**config.mk**
```make
export PLATFORM = sky130hd
export DESIGN_NAME = rfs_lane
export DESIGN_NICKNAME = d
export VERILOG_FILES = /design/src/rfs_pkg.sv /design/src/rfs_lane.sv
export SDC_FILE = /design/constraint.sdc
export NUM_CORES = 1
export LEC_CHECK = 0
export BUFFER_PORTS_ARGS = -buffer_cell sky130_fd_sc_hd__buf_2
export CAP_MARGIN = 20
export CORE_ASPECT_RATIO = 0.8
export CORE_UTILIZATION = 61
export CTS_CLUSTER_SIZE = 25
export DETAILED_ROUTE_END_ITERATION = 12
export PLACE_DENSITY = 0.86
export SKIP_LAST_GASP = 1
export SLEW_MARGIN = 20
export SYNTH_ARGS = -nofsm -noshare
export SYNTH_HDL_FRONTEND = slang
export SYNTH_SLANG_ARGS = --single-unit
```
**constraint.sdc**
```tcl
create_clock -name i_clk -period 6.67 [get_ports i_clk]
set_input_delay 0.667 -clock i_clk [delete_from_list [all_inputs] [get_ports i_clk]]
set_output_delay 0.667 -clock i_clk [all_outputs]
set_load 0.005 [all_outputs]
```
**src/rfs_pkg.sv**
```systemverilog
// Shared types and constants for the RGBW fade and strobe engine.
package rfs_pkg;
    localparam int unsigned TIME_W  = 32;
    localparam int unsigned COLOR_W = 8;
    localparam int unsigned SCALE_W = 10;
    localparam int unsigned SPER_W  = 16;
    localparam int unsigned STIME_W = 16;
    localparam int unsigned CFG_IDX_W = 1;
    localparam int unsigned CFG_DATA_W = 16;
    localparam logic [CFG_IDX_W-1:0] CFG_TIME_SCALE    = 1'b0;
    localparam logic [CFG_IDX_W-1:0] CFG_STROBE_PERIOD = 1'b1;
    localparam logic REQ_START  = 1'b0;
    localparam logic REQ_UPDATE = 1'b1;
    localparam int unsigned FX_GRADIENT_BIT = 0;
    localparam int unsigned FX_STROBE_BIT   = 1;

    typedef struct packed {
        logic                req_type;
        logic [TIME_W-1:0]   now_ms;
        logic [COLOR_W-1:0]  base_red;
        logic [COLOR_W-1:0]  base_green;
        logic [COLOR_W-1:0]  base_blue;
        logic [COLOR_W-1:0]  base_white;
        logic [COLOR_W-1:0]  goal_red;
        logic [COLOR_W-1:0]  goal_green;
        logic [COLOR_W-1:0]  goal_blue;
        logic [COLOR_W-1:0]  goal_white;
        logic [STIME_W-1:0]  segment_time;
        logic [1:0]          effect_flags;
    } t_req;

    typedef struct packed {
        logic [COLOR_W-1:0] show_red;
        logic [COLOR_W-1:0] show_green;
        logic [COLOR_W-1:0] show_blue;
        logic [COLOR_W-1:0] show_white;
        logic               segment_done;
    } t_rsp;

    // lane control from the top level sequencer
    typedef struct packed {
        logic              load;
        logic              div_start;
        logic              step;
        logic [TIME_W-1:0] now_ms;
        logic [TIME_W-1:0] seg_len;
    } t_lane_ctl;

    typedef struct packed {
        logic div_busy;
        logic at_goal;
        logic pending;
    } t_lane_sts;

    function automatic logic [TIME_W-1:0] sat_add(input logic [TIME_W-1:0] a,
                                                  input logic [TIME_W-1:0] b);
        logic [TIME_W:0] s;
        s = {1'b0, a} + {1'b0, b};
        return s[TIME_W] ? {TIME_W{1'b1}} : s[TIME_W-1:0];
    endfunction
endpackage

```
**src/rfs_lane.sv**
```systemverilog
// One color channel: step period divider, level and deadline tracking.
module rfs_lane (
    input  logic                        i_clk,
    input  logic                        i_rst_n,
    input  rfs_pkg::t_lane_ctl          i_ctl,
    input  logic [rfs_pkg::COLOR_W-1:0] i_base,
    input  logic [rfs_pkg::COLOR_W-1:0] i_goal,
    output logic [rfs_pkg::COLOR_W-1:0] o_level,
    output rfs_pkg::t_lane_sts          o_sts
);
    import rfs_pkg::*;

    logic [COLOR_W-1:0] r_level, r_goal, r_diff;
    logic               r_down;
    logic [TIME_W-1:0]  r_period, r_deadline;
    // restoring divider: quotient shifts into r_period
    logic [TIME_W-1:0]  r_dividend;
    logic [COLOR_W:0]   r_rem;
    logic [5:0]         r_cnt;
    logic               r_busy, r_fix;
    logic [COLOR_W+1:0] n_trial;
    logic [COLOR_W:0]   n_rem_sh;
    logic [COLOR_W-1:0] n_diff;

    always_comb begin
        n_diff   = (i_goal < i_base) ? i_base - i_goal : i_goal - i_base;
        n_rem_sh = {r_rem[COLOR_W-1:0], r_dividend[TIME_W-1]};
        n_trial  = {1'b0, n_rem_sh} - {2'b00, r_diff};
    end

    always_ff @(posedge i_clk) begin
        if (!i_rst_n) begin
            r_level <= '0; r_goal <= '0; r_down <= 1'b0; r_diff <= '0;
            r_period <= '0; r_deadline <= '0; r_busy <= 1'b0; r_fix <= 1'b0;
            r_cnt <= '0; r_rem <= '0; r_dividend <= '0;
        end else begin
            r_fix <= !i_ctl.div_start && r_busy && (r_cnt == 6'd1);
            if (i_ctl.load) begin
                r_level <= i_base;
                r_goal  <= i_goal;
                r_down  <= i_goal < i_base;
                r_diff  <= n_diff;
                r_deadline <= i_ctl.now_ms;
            end
            if (i_ctl.div_start) begin
                r_dividend <= i_ctl.seg_len;
                r_rem <= '0;
                r_cnt <= 6'(TIME_W);
                r_busy <= (n_diff != '0);
                r_period <= '0;
            end else if (r_busy) begin
                r_dividend <= {r_dividend[TIME_W-2:0], 1'b0};
                if (!n_trial[COLOR_W+1]) begin
                    r_rem <= n_trial[COLOR_W:0];
                    r_period <= {r_period[TIME_W-2:0], 1'b1};
                end else begin
                    r_rem <= n_rem_sh;
                    r_period <= {r_period[TIME_W-2:0], 1'b0};
                end
                r_cnt <= r_cnt - 6'd1;
                if (r_cnt == 6'd1) begin
                    r_busy <= 1'b0;
                end
            end
            // add period to the start time once the quotient is complete
            if (r_fix) r_deadline <= sat_add(r_deadline, r_period);
            if (i_ctl.step && r_level != r_goal && r_deadline < i_ctl.now_ms) begin
                r_level <= r_down ? r_level - 8'd1 : r_level + 8'd1;
                r_deadline <= sat_add(i_ctl.now_ms, r_period);
            end
        end
    end

    assign o_level = r_level;
    assign o_sts.div_busy = r_busy | r_fix;
    assign o_sts.at_goal  = (r_level == r_goal);
    assign o_sts.pending  = (r_level != r_goal) && !(r_deadline < i_ctl.now_ms)
                            || ((r_level != r_goal) && (r_deadline < i_ctl.now_ms)
                                && ((r_down ? r_level - 8'd1 : r_level + 8'd1) != r_goal));
endmodule

```
==> out/results.txt <==
The worst hold path was traced through 3 stages. The tools report the internal power component as 1.68 mW. I/O pin count: 96. The cell type with the largest total area after synthesis is sky130_fd_sc_hd__dfxtp_1.

The sequential element share of the synthesized area is 24.2%, and the worst hold-check slack is 462 ps. The average wire length per cell after detail routing was 18.6 um. The later pin in the worst-skew pair is clocked with a latency of 440 ps.

For the via count of the first global-routing pass, the log shows 10197. Cell type of the slowest stage on the worst timing path: sky130_fd_sc_hd__nor2_2. Wires add up to 31800 um. For the mapped cell area, the log shows 11300 sq um. The logic depth of the worst register-to-register path was 11; the setup-violating endpoint count in the final report was 0. The path with the worst hold slack has its endpoint at r_dividend[5].

After synthesis the netlist holds a flip-flop and latch count of 137. Setup repair after global routing left no endpoint under its margin. The average size of a mapped cell was 8.02 sq um; the starting density of the core was 62.3%.

TritonCTS built the clock tree. Share of total power in sequential cells: 36.6%. For this run the aggregate overflow at the end of global routing stands at 0. Along the worst path, the maximum fanout reaches 15.

The vertical die dimension is 124 um. From synthesis to final layout, the design area changed by 9.91%. The weighted congestion at the end of routability-driven global placement came out at 0.988. The most instantiated flip-flop cell in the synthesis netlist is sky130_fd_sc_hd__dfxtp_1. Synthesis produced a netlist whose cell count is 1412. Together, buffers and inverters on the worst path number 0. Final count of hold timing violations: 0.

The gate family responsible for the most delay along the worst path was compound AO/OA/AOI/OAI gates. Capture point of the worst reg-to-reg path: r_deadline[26]. The iteration count of the initial detailed-routing pass is 8. The number of hold buffers added after CTS was 0. The capturing element type of the critical path is a register.

The die is 154 um wide. Number of antenna violations at the first check in global routing: 0. Timing would allow up to 0.266 GHz. The number of buffers added on ports is 95, and the maximum VDD drop is 139 uV. The total cell area at the placement stage is 11900 sq um. The number of warning messages in the yosys log came out at 0. STA puts the critical path data required time at 7000 ps.

The run gives 0 as the post-CTS setup repair buffer count. The async set-or-reset flop fraction in the synthesized netlist came out at 0%. Yosys mapped the design onto 80 distinct sky130hd cell types. Once detail routing completed, the nets flagged for antenna violations numbered 0. The net count of the finished layout is 1687. Data arrives at the worst endpoint at 4080 ps.

Dividing total power by cell area gives a power density of 208 nW/um^2. In this run the power spent charging and discharging nets is 0.904 mW. In this run the critical register-to-register path is launched from r_period[0]. Yosys mapped a number of flops with a built-in enable equal to 0. The tool flagged a number of max-cap violations equal to 0.

In this design, the stage delay of the slowest critical-path cell is 800 ps. The post-route fraction of the period consumed by the critical path is 56.3%, and the number of DRC violations after detailed-routing iteration 0 is 1069. For the clock network power share, the log shows 36.2%.

The worst hold path belongs to the class in -> reg. The H-tree level count is 4, and the minimum clock period is 3750 ps. The design draws 2.58 mW. The tools report the kind of start point of the critical path as a register. The clock arrives with 10.5 ps of skew. In the global route stage, overall resource usage came out at 33.4%. For the floorplan die area, the log shows 19100 sq um. Summed over its instances, the top area cell type makes up 24.2% of the synthesized netlist area. Slew of the pin with the lowest slew margin: 1090 ps. Counting every net in the synthesized netlist gives 1629.

The final cell utilization of the core was 68.5%. For the first-pass GRT wire length, the log shows 50600 um. Net switching is 35.0% of the power. Counting along the longest clock path gives a buffer depth of 2. The region available for standard cell placement spans 18200 sq um. For this run, design rule violations remaining after detail routing come to 0.

The tools report the max-slew violation count as 0. The root buffer selected by CTS is sky130_fd_sc_hd__clkbuf_16. The critical path is of the reg -> reg type. The floorplan has 44 rows. The clock transition at the registers of the reported paths was 60 ps; the final sum of negative setup slack was 0 ps. Post-CTS repair changed the size of 0 cells.

The via-per-instance ratio is 6.41. The logs give 70 for the largest net degree at the start of global routing and 10975 for the total number of vias. After legalization and detailed placement, the total HPWL measured 23000 um. The worst pin sits at a relative slew slack of 27.4%. The signal on the critical path passes through ha_1, fa_1, a211oi_1, o21ai_1, nand4_1, a21oi_2, a31oi_2, o21ai_2, nor2_2, o32ai_1, a31o_1. The run finished with clean final reports. Cells with a size suffix above 1 make up 12.0% of the layout. For this design the static power due to leakage is 5.83 nW. After synthesis, the cell types taking the most area are sky130_fd_sc_hd__dfxtp_1 24%, sky130_fd_sc_hd__ha_1 14%, sky130_fd_sc_hd__mux2i_1 7.9%.

Combinational logic is responsible for 27.2% of the overall power. The number of buffers added by the clock tree synthesis step is 17, and the count of inserted antenna diode cells is 0. The finished layout cell area came out at 12400 sq um. CTS saw 137 sinks.

The tools report the source of the worst hold timing path as i_ctl[5]. The setup check on the worst reg-to-reg path leaves a slack of 2920 ps.
-- flip-flops by register name, indices dropped and copies added, names as in the netlist --
signal      cells
r_dividend     32
r_down          1
r_rem           8
r_cnt           6
r_diff          8
r_goal          8
r_fix           1
r_period       32
r_busy          1
r_deadline     32
o_level         8
-- cell usage in the layout (no fill, tap or decap), types with 25 or more instances in the layout --
cell type and instances:
sky130_fd_sc_hd__a211oi_1 25, sky130_fd_sc_hd__mux2i_1 89, sky130_fd_sc_hd__nand3_1 25, sky130_fd_sc_hd__nor2_1 193, sky130_fd_sc_hd__dfxtp_1 136, sky130_fd_sc_hd__xnor2_1 48
sky130_fd_sc_hd__nand2_1 73, sky130_fd_sc_hd__ha_1 126, sky130_fd_sc_hd__a21o_1 40, sky130_fd_sc_hd__buf_2 95, sky130_fd_sc_hd__o21ai_0 51, sky130_fd_sc_hd__inv_1 75
sky130_fd_sc_hd__xor2_1 41, sky130_fd_sc_hd__a21oi_1 150, sky130_fd_sc_hd__o21ai_1 41
-- cell type report --
cell class / instances / area, sq um
Sequential cell: 137 / 2750
Inverter: 76 / 285
Multi-Input combinational cell: 1135 / 8010
Timing Repair Buffer: 103 / 536
Clock buffer: 18 / 450
Tap cell: 230 / 288
Fill cell: 1538 / 5720
Clock inverter: 14 / 129
-- power by group through the flow --
stage	Clock (mW)	Sequential, mW	Combinational, mW
after floorplan	0	0.935	0.519
after global placement	0	0.957	0.654
after detailed placement	0	0.960	0.678
after CTS	0.940	0.943	0.688
after global routing	0.979	0.951	0.770
final	0.937	0.945	0.703
-- per-layer routing --
metal  share of wire, %  track usage (%)  wire [um]
met5                  0                0          0
met4                2.3             12.2        733
met3                 11             7.55       3510
met2                 43             52.7      13700
met1                 44             44.9      13900
-- worst reg2reg max path, delay by kind of cell, from the launching register on --
kind / cells / cell delay, ps
AOI/OAI and AO/OA: 7 / 1600
DFF: 1 / 370
and+or+nand+nor: 2 / 980
adders and majority gates: 2 / 700
-- kinds of logic (layout without fill, tap and decap cells) --
family / after synthesis / in the layout / share of synthesized area (%)
buffers and inverters: 140 / 211 / 5.03
multiplexers: 92 / 92 / 8.16
adder cells (fa/ha/maj): 132 / 132 / 15.0
AO/OA/AOI/OAI: 430 / 430 / 25.1
AND/OR/NAND/NOR: 392 / 392 / 15.6
flip-flops: 137 / 137 / 24.2
XOR/XNOR: 89 / 89 / 6.88
-- synthesized netlist by cell type, drive strengths merged, types with 25 or more instances --
library cell	count
a21o	40
ha	126
xnor2	48
mux2i	89
clkbuf	45
dfxtp	137
o21ai	93
nand3	25
xor2	41
a21oi	155
a211oi	27
nor2	194
inv	76
nand2	74
-- worst max-delay path by stage --
stage          depth (start not counted)   startpoint  slack, ps             end
6_report                              11  r_period[0]       2920  r_deadline[26]
4_1_cts                               11  r_period[0]       3020  r_deadline[26]
3_3_place_gp                          12    i_ctl[32]       2680  r_deadline[26]
2_1_floorplan                         12    i_ctl[32]       3630  r_deadline[14]
5_1_grt                               11  r_period[0]       2770  r_deadline[26]
3_5_place_dp                          12    i_ctl[32]       2610  r_deadline[26]
-- per-stage QoR --
step	std cells	worst slack (ps)
6_report	1713	2920
5_1_grt	1713	2770
4_1_cts	1713	3020
3_5_place_dp	1681	2610
3_3_place_gp	1681	2680
2_1_floorplan	1412	3630
No activity file was read; power rests on OpenSTA's default activity.
