<file path="src/rfs_pkg.sv">
// Shared types and constants for the RGBW fade and strobe engine.
package rfs_pkg;
    localparam int unsigned TIME_W  = 32;
    localparam int unsigned COLOR_W = 8;
    localparam int unsigned SCALE_W = 10;
    localparam int unsigned SPER_W  = 16;
    localparam int unsigned STIME_W = 16;
    localparam int unsigned CFG_IDX_W = 1;
    localparam int unsigned CFG_DATA_W = 16;
    localparam logic [CFG_IDX_W-1:0] CFG_TIME_SCALE    = 1'b0;
    localparam logic [CFG_IDX_W-1:0] CFG_STROBE_PERIOD = 1'b1;
    localparam logic REQ_START  = 1'b0;
    localparam logic REQ_UPDATE = 1'b1;
    localparam int unsigned FX_GRADIENT_BIT = 0;
    localparam int unsigned FX_STROBE_BIT   = 1;

    typedef struct packed {
        logic                req_type;
        logic [TIME_W-1:0]   now_ms;
        logic [COLOR_W-1:0]  base_red;
        logic [COLOR_W-1:0]  base_green;
        logic [COLOR_W-1:0]  base_blue;
        logic [COLOR_W-1:0]  base_white;
        logic [COLOR_W-1:0]  goal_red;
        logic [COLOR_W-1:0]  goal_green;
        logic [COLOR_W-1:0]  goal_blue;
        logic [COLOR_W-1:0]  goal_white;
        logic [STIME_W-1:0]  segment_time;
        logic [1:0]          effect_flags;
    } t_req;

    typedef struct packed {
        logic [COLOR_W-1:0] show_red;
        logic [COLOR_W-1:0] show_green;
        logic [COLOR_W-1:0] show_blue;
        logic [COLOR_W-1:0] show_white;
        logic               segment_done;
    } t_rsp;

    // lane control from the top level sequencer
    typedef struct packed {
        logic              load;
        logic              div_start;
        logic              step;
        logic [TIME_W-1:0] now_ms;
        logic [TIME_W-1:0] seg_len;
    } t_lane_ctl;

    typedef struct packed {
        logic div_busy;
        logic at_goal;
        logic pending;
    } t_lane_sts;

    function automatic logic [TIME_W-1:0] sat_add(input logic [TIME_W-1:0] a,
                                                  input logic [TIME_W-1:0] b);
        logic [TIME_W:0] s;
        s = {1'b0, a} + {1'b0, b};
        return s[TIME_W] ? {TIME_W{1'b1}} : s[TIME_W-1:0];
    endfunction
endpackage

</file>
<file path="src/rfs_merge.sv">
// Merge lane levels and status into the displayed color and done flag.
module rfs_merge #(
    parameter int unsigned CHANNELS = 4
) (
    input  logic [CHANNELS-1:0][rfs_pkg::COLOR_W-1:0] i_level,
    input  rfs_pkg::t_lane_sts [CHANNELS-1:0]         i_sts,
    input  logic [4*rfs_pkg::COLOR_W-1:0]             i_base_color,
    input  logic [1:0]                                i_fx,
    input  logic                                      i_strobe_on,
    input  logic                                      i_time_up,
    input  logic                                      i_use_pending,
    output rfs_pkg::t_rsp                             o_rsp
);
    import rfs_pkg::*;
    logic [3:0][COLOR_W-1:0] v;
    logic grad_ok;

    always_comb begin
        grad_ok = 1'b1;
        for (int i = 0; i < CHANNELS; i++) begin
            if (i_use_pending ? i_sts[i].pending : !i_sts[i].at_goal) grad_ok = 1'b0;
        end
        for (int j = 0; j < 4; j++) begin
            v[j] = i_base_color[j*COLOR_W +: COLOR_W];
            if (i_fx[FX_STROBE_BIT] && !i_strobe_on) v[j] = '0;
            else if (i_fx[FX_GRADIENT_BIT] && j < CHANNELS) v[j] = i_level[j];
        end
        o_rsp.show_red   = v[0];
        o_rsp.show_green = v[1];
        o_rsp.show_blue  = v[2];
        o_rsp.show_white = v[3];
        o_rsp.segment_done = i_time_up && (!i_fx[FX_GRADIENT_BIT] || grad_ok);
    end
endmodule

</file>
<file path="config.mk">
export PLATFORM = sky130hd
export DESIGN_NAME = rfs_merge
export DESIGN_NICKNAME = d
export VERILOG_FILES = /design/src/rfs_pkg.sv /design/src/rfs_merge.sv
export SDC_FILE = /design/constraint.sdc
export NUM_CORES = 1
export LEC_CHECK = 0
export ABC_AREA = 1
export BUFFER_PORTS_ARGS = -buffer_cell sky130_fd_sc_hd__buf_2
export CORE_MARGIN = 1
export CORE_UTILIZATION = 29
export DETAILED_ROUTE_END_ITERATION = 16
export MAX_ROUTING_LAYER = met4
export PLACE_DENSITY = 0.95
export SYNTH_ARGS = -nofsm -noshare
export SYNTH_HDL_FRONTEND = slang
export SYNTH_SLANG_ARGS = --single-unit
</file>
<file path="constraint.sdc">
create_clock -name vclk -period 2
set_input_delay 0.6 -clock vclk [all_inputs]
set_output_delay 0.6 -clock vclk [all_outputs]
set_load 0.01 [all_outputs]
</file>
==> results.yml, run 1 <==
run_status:
  outcome: "finished, final reports clean"
synth:
  synth_area_leaders: "nand2_1 (44%), a21oi_1 (25%), buf_6 (14%)"
  syn_area_per_cell_um2: 4.738
  yosys_warnings: 0
  yosysSeqAreaShare: 0
  synth_fp_nets: 203
  netlist-cell-type-count: 11
  yosysTopAreaCell: "nand2_1"
  syn_inst: 122
  syn-cell-area_um2: 578.1
  yosysTopAreaCellShare: 0.4351
finish:
  drive_gt1_frac: 0.5307
  diodes: 0
  final.fill_count: 171
  seq_area_um2: 0
  seq_cells: 0
  finalNetCount: 311
  syn2layout_area_growth_pct: 101.5
  instances_no_fill: 253
  design_area_mm2: 0.001165
  num-clock-buffers: 0
routing:
  final_antenna_net_count: 0
  drt_iter0_markers: 7
  drc_errors: 0
  vias: 1107
  drt_wl_total_mm: 2.161
  firstDrtPassIters: 4
  post_drt_wl_per_cell_um: 8.542
  vias_per_cell: 4.375
global_route:
  first_global_vias: 785
  grt_antenna_before_repair: 0
  grt_first_pass_wirelength_mm: 2.856
  grt_remaining_overflow: 0
  grt_max_degree: 23
  grtUsageTotal: 0.1747
hold_path:
  hold_class: "primary input to output port"
pwr:
  power_frac_clock: 0
  internal_power_mw: 0.1400
  leakagePower_nw: 0.7396
  sw_frac_of_total: 0.4770
  seqPwrFrac: 0
  max-vdd-ir-drop_v: 0.0001317
  power.switching_mw: 0.1277
  powerDensity_mw_per_mm2: 229.7
  comb_power_share: 1.000
timing:
  fin_crit_sh: 0.9486
  rsz0062_at_grt: "no"
  drv_slew: 0
  setup_tns_ps: 0
  worst_slew_pin_slew_ps: 160.2
  relSlewSlack: 0.8931
  finalCriticalPeriod_ps: 1897
  finalSetupViolCount: 0
  fmax_ghz: 0.5271
  finalHoldViolCount: 0
place:
  dpl.hpwl_mm: 1.768
  place_area_mm2: 0.001161
  place_congestion: 0.6965
  io_buffers: 110
  post-place-cells: 253
floorplanning:
  core_area_mm2: 0.001802
  start_util: 0.3208
  die_area_mm2: 0.002176
  io_pins: 114
  fp.dieH_um: 46.65
  row_count: 15
  die_x_um: 46.65
worst_setup_path:
  start_kind: "primary input"
  worstPathRequired_ps: 1400
  arrival_ps: 1300
  crit_fanout: 16
  worst_setup_path_end_kind: "output port"
  path_class: "primary input to output port"
job:
  max_cap_violations: 0
clock_network:
  post-cts-setup-buffers: 0
==> layout make-up <==
type               count  area [um^2]  share of cell area
inverters              6        27.53             0.02363
multi-input cells    106        456.7              0.3921
well taps             25        31.28             0.02685
repair buffers       116        649.4              0.5575
==> Yosys cell counts <==
master / count
nor2_1: 4
nor2_2: 1
inv_6: 1
buf_2: 3
buf_6: 7
a21oi_2: 3
a21oi_1: 29
inv_1: 5
nand3_1: 1
nand2_1: 67
o21bai_1: 1
==> power groups by stage <==
| stage | Sequential [mW] | Combinational (mW) | Clock, mW |
|---|---|---|---|
| 6_report | 0 | 0.268 | 0 |
| 5_1_grt | 0 | 0.300 | 0 |
| 4_1_cts | 0 | 0.268 | 0 |
| 3_5_place_dp | 0 | 0.267 | 0 |
| 3_3_place_gp | 0 | 0.263 | 0 |
| 2_1_floorplan | 0 | 0.133 | 0 |
==> layout by cell type (no fill, tap or decap), drive strengths merged <==
cell type / count
nand2: 67
nor2: 5
nand3: 1
inv: 6
buf: 116
o21bai: 1
a21oi: 32
==> cell families after synthesis <==
kind of cell | share of synthesized area
buf+inv | 0.2100
simple gates | 0.4805
compound gates | 0.3095
==> path summary, 6_finish.rpt <==
path | startpoint | depth (start not counted) | to
worst max-delay path | i_fx[0] | 6 | o_rsp[16]
worst min-delay path | i_time_up | 4 | o_rsp[0]
==> layer usage <==
layer  share of wire  vias to the layer above  routed length [um]  global-route usage
li1                -                      596                   -                   -
met1            0.41                      450                 879              0.1816
met2            0.49                       61                1069              0.3750
met3           0.098                        0                 211                   0
met4               0                        0                   0                   0
met5               0                        -                   0                   -
==> through the flow <==
step                power [mW]    util  hold slack (ps)  setup slack, ps
floorplan               0.1325       -             1287            251.1
global placement        0.2628  0.6444             1491            78.33
detailed placement      0.2671  0.6444             1500            58.47
CTS                     0.2683  0.6444             1501            56.55
global route            0.2996  0.6465             1524            25.61
finish                  0.2676  0.6465             1497            102.9
==> critical path, cell delays in order <==
cell and delay, ps:
buf_2 150, inv_6 80, buf_12 130, nand2_1 60
a21oi_1 120, buf_2 140
==> timing repair <==
| action | CTS | global route |
|---|---|---|
| hold endpoints to repair | 0 | 0 |
| hold buffers | 0 | 0 |
| endpoints found under the setup margin | 0 | 2 |
| resized for setup | 0 | 1 |
No activity file was read; power rests on OpenSTA's default activity.
==> run 2: changes to the inputs <==
CORE_UTILIZATION = 25   (was 29)
PLACE_DENSITY = 0.9   (was 0.95)
SLEW_MARGIN = 10   (was default)
==> run 2 against run 1 <==
Compared with the run above: first-iteration DRC count increased by 71%; sequential share of layout area did not move; cell count is 0.79% higher; die area up 15%; power down 1.1%; critical endpoint is now o_rsp[0]; clock-buffer cell count stayed put; setup slack got worse by 22 ps; fmax down 1.2%.
==> results.yml, run 2 (synthesis gave the netlist of run 1 again) <==
finish:
  final.fill_count: 240
  drive_gt1_frac: 0.5286
  multi_input_area_um2: 456.7
  final_common_cell: "buf_2"
  seq_cells: 0
  seq_area_um2: 0
  diodes: 0
  finalNetCount: 310
  syn2layout_area_growth_pct: 99.78
  mostFrequentLayoutCells: "buf_2 (109), nand2_1 (67), a21oi_1 (29), inv_1 (5), nor2_1 (4)"
  num-clock-buffers: 0
clock_network:
  post-cts-setup-buffers: 0
  cts_resized: 0
  hold_buffers: 0
worst_setup_path:
  arrival_ps: 1320
  cp_slowest_stage_delay_ps: 170
  cpMostUsedCell: "nor2_1"
  worstPathRequired_ps: 1400
  worst_setup_path_end_kind: "output port"
  slowest_stage: "clkbuf_4"
  start_kind: "primary input"
  cp.buffers_inverters: 3
  path_cells: "clkbuf_4, inv_8, o21bai_1, nor2_1, nor2_1, buf_2"
  cp_top_family: "buffers and inverters"
  crit_fanout: 33
  path_class: "primary input to output port"
hold_path:
  hold_class: "primary input to output port"
routing:
  drt_wl_total_mm: 2.271
  drc_errors: 0
  vias_per_cell: 4.412
  post_drt_wl_per_cell_um: 8.906
  vias: 1125
  final_antenna_net_count: 0
  drt_iter0_markers: 12
  firstDrtPassIters: 4
timing:
  setup_tns_ps: 0
  relSlewSlack: 0.8803
  finalHoldViolCount: 0
  fmax_ghz: 0.5210
  finalCriticalPeriod_ps: 1920
  worst_slack_ps: 80.43
  finalSetupViolCount: 0
  drv_slew: 0
  fin_crit_sh: 0.9598
  rsz0062_at_grt: "no"
  worst_slew_pin_slew_ps: 179.4
global_route:
  grtUsageTotal: 0.1706
  first_global_vias: 964
  grt_max_degree: 34
  grt_remaining_overflow: 0
  grt_antenna_before_repair: 0
  grt_first_pass_wirelength_mm: 3.525
pwr:
  powerDensity_mw_per_mm2: 229.3
  max-vdd-ir-drop_v: 0.0001446
  leakagePower_nw: 0.7340
floorplanning:
  die_area_mm2: 0.002509
  fp.dieH_um: 50.09
  row_count: 17
  core_area_mm2: 0.002191
  die_x_um: 50.09
  start_util: 0.2638
  io_pins: 114
job:
  max_cap_violations: 0
place:
  dp_worst_setup_slack_ps: 59.46
  place_congestion: 0.7224
  dpl.hpwl_mm: 1.754
  io_buffers: 110
run_status:
  outcome: "finished, final reports clean"
run 2: per-layer routing:
metal  vias to the layer above  GRT usage  part of all wire
met5                         -          -                 0
met4                         0   0.004762                 0
met1                       467     0.1830              0.40
met3                         0   0.003086             0.092
met2                        61     0.3533              0.51
li1                        597          -                 -
run 2: tightest hold or removal path: stages:
cell    delay, ps
buf_2          90
inv_1          40
nor2_1         30
buf_2         120
run 2: worst paths after layout:
check,from,end,slack [ps],depth (start not counted)
min,i_time_up,o_rsp[0],1490,4
max,i_fx[0],o_rsp[0],80,6
run 2: metrics by stage:
step	total power [mW]	std cells	utilization	cell area [um^2]	hold WS, ps
detailed placement	0.2583	254	0.5134	1125	1493
global placement	0.2548	254	0.5134	1125	1491
floorplan	0.1325	122	-	578.1	1287
finish	0.2648	255	0.5271	1155	1491
global route	0.2953	255	0.5271	1155	1523
CTS	0.2592	254	0.5134	1125	1493
run 2: layout make-up:
cell class	instances	share of cell area
Inverter	6	0.02600
Tap cell	28	0.03034
Multi-Input combinational cell	106	0.3954
Timing Repair Buffer	115	0.5482
run 2: where the power goes:
part           total [mW]  internal, mW  switching, mW
clock                   0             0              0
combinational       0.265         0.136          0.128
sequential              0             0              0
total               0.265         0.136          0.128
==> run 3: changes to the inputs <==
==> constraint.sdc (replaced) <==
create_clock -name vclk -period 2.28
set_input_delay 0.684 -clock vclk [all_inputs]
set_output_delay 0.684 -clock vclk [all_outputs]
set_load 0.005 [all_outputs]
==> run 3 against run 2 <==
Compared with the run above: die area did not move; core utilization fell by 1.9 points; combinational power fell by 23%; sequential share of layout area did not move; power fell by 22%; non-clock buffer count fell by 1; setup slack improved by 100 ps; flip-flop and latch count did not move; largest power group unchanged; cell count fell by 0.39%.
==> results.yml, run 3 (synthesis gave the netlist of run 1 again) <==
timing:
  drv_slew: 0
  setup_tns_ps: 0
  fin_crit_sh: 0.9202
  fmax_ghz: 0.4766
  relSlewSlack: 0.8540
  worst_slew_pin_slew_ps: 218.8
  finalHoldViolCount: 0
  finalCriticalPeriod_ps: 2098
  finalSetupViolCount: 0
  rsz0062_at_grt: "no"
finish:
  diodes: 0
  seq_area_um2: 0
  final.fill_count: 248
  finalNetCount: 309
  finalCoreUtilization: 0.5077
  final_common_cell: "buf_2"
  mostFrequentLayoutCells: "buf_2 (110), nand2_1 (67), a21oi_1 (29), inv_1 (5), nor2_1 (4)"
  drive_gt1_frac: 0.5265
  syn2layout_area_growth_pct: 92.42
  num-clock-buffers: 0
  instances_no_fill: 254
  seq_cells: 0
floorplanning:
  row_count: 17
  core_area_mm2: 0.002191
  io_pins: 114
  die_area_mm2: 0.002509
  die_x_um: 50.09
  start_util: 0.2638
  fp.dieH_um: 50.09
routing:
  vias: 1144
  vias_per_cell: 4.504
  drt_iter0_markers: 12
  post_drt_wl_per_cell_um: 8.748
  firstDrtPassIters: 4
  drc_errors: 0
  final_antenna_net_count: 0
  drt_wl_total_mm: 2.222
pwr:
  powerDensity_mw_per_mm2: 184.5
  leakagePower_nw: 0.7159
  max-vdd-ir-drop_v: 0.0001158
worst_setup_path:
  slowest_stage: "inv_6"
  startpoint: "i_fx[0]"
  worstPathRequired_ps: 1600
  start_kind: "primary input"
  crit_fanout: 33
  path_class: "primary input to output port"
  path_cells: "buf_2, inv_6, o21bai_1, nor2_1, nor2_1, buf_2"
  crit_end: "o_rsp[0]"
  cp_slowest_stage_delay_ps: 200
  worst_setup_path_end_kind: "output port"
  arrival_ps: 1410
place:
  post-place-cells: 254
  io_buffers: 110
  dpl.hpwl_mm: 1.843
  place_congestion: 0.7118
global_route:
  first_global_vias: 963
  grt_antenna_before_repair: 0
  grt_remaining_overflow: 0
  grt_first_pass_wirelength_mm: 3.546
  grtUsageTotal: 0.1738
  grt_max_degree: 34
hold_path:
  hold_class: "primary input to output port"
run_status:
  outcome: "finished, final reports clean"
clock_network:
  cts_resized: 0
  post-cts-setup-buffers: 0
  hold_buffers: 0
job:
  max_cap_violations: 0
==> run 3: where the power goes <==
group	internal, mW	total (mW)	leakage, nW	switching, mW
Sequential	0	0	0	0
Clock	0	0	0	0
Combinational	0.112	0.205	0.716	0.0934
==> run 3: worst max-delay path, delay by kind of cell <==
| kind | cells | cell delay [ps] |
|---|---|---|
| buffers and inverters | 3 | 460 |
| AO/OA/AOI/OAI | 1 | 140 |
| AND/OR/NAND/NOR | 2 | 120 |
==> run 3: layout make-up <==
cell class,count,area [um^2],share of cell area
Inverter,6,27.53,0.02475
Multi-Input combinational cell,106,456.7,0.4106
Tap cell,28,35.03,0.03150
Timing Repair Buffer,114,593.1,0.5332
==> run 3: routing by layer <==
layer / track usage / part of all wire / vias to the layer above
li1: - / - / 593
met1: 0.1667 / 0.38 / 488
met2: 0.3822 / 0.51 / 63
met3: 0.009259 / 0.10 / 0
met4: 0 / 0 / 0
met5: - / 0 / -
==> run 3: how the worst min path moves through the flow <==
stage / start / to / slack (ps) / cells past startpoint
after CTS: i_time_up / o_rsp[0] / 1650 / 4
after floorplan: i_time_up / o_rsp[0] / 1440 / 2
after global placement: i_time_up / o_rsp[0] / 1640 / 4
after detailed placement: i_time_up / o_rsp[0] / 1650 / 4
final: i_time_up / o_rsp[0] / 1650 / 4
after global routing: i_level[22] / o_rsp[15] / 1690 / 4
==> run 3: through the flow <==
step / hold WS (ps) / total power, mW / cell area, um^2 / worst slack (ps)
2_1_floorplan: 1439 / 0.09789 / 578.1 / 433.1
3_3_place_gp: 1644 / 0.2014 / 1112 / 189.8
3_5_place_dp: 1651 / 0.2056 / 1112 / 172.9
4_1_cts: 1653 / 0.2065 / 1112 / 170.6
5_1_grt: 1693 / 0.2291 / 1112 / 123.3
6_report: 1650 / 0.2052 / 1112 / 182.0
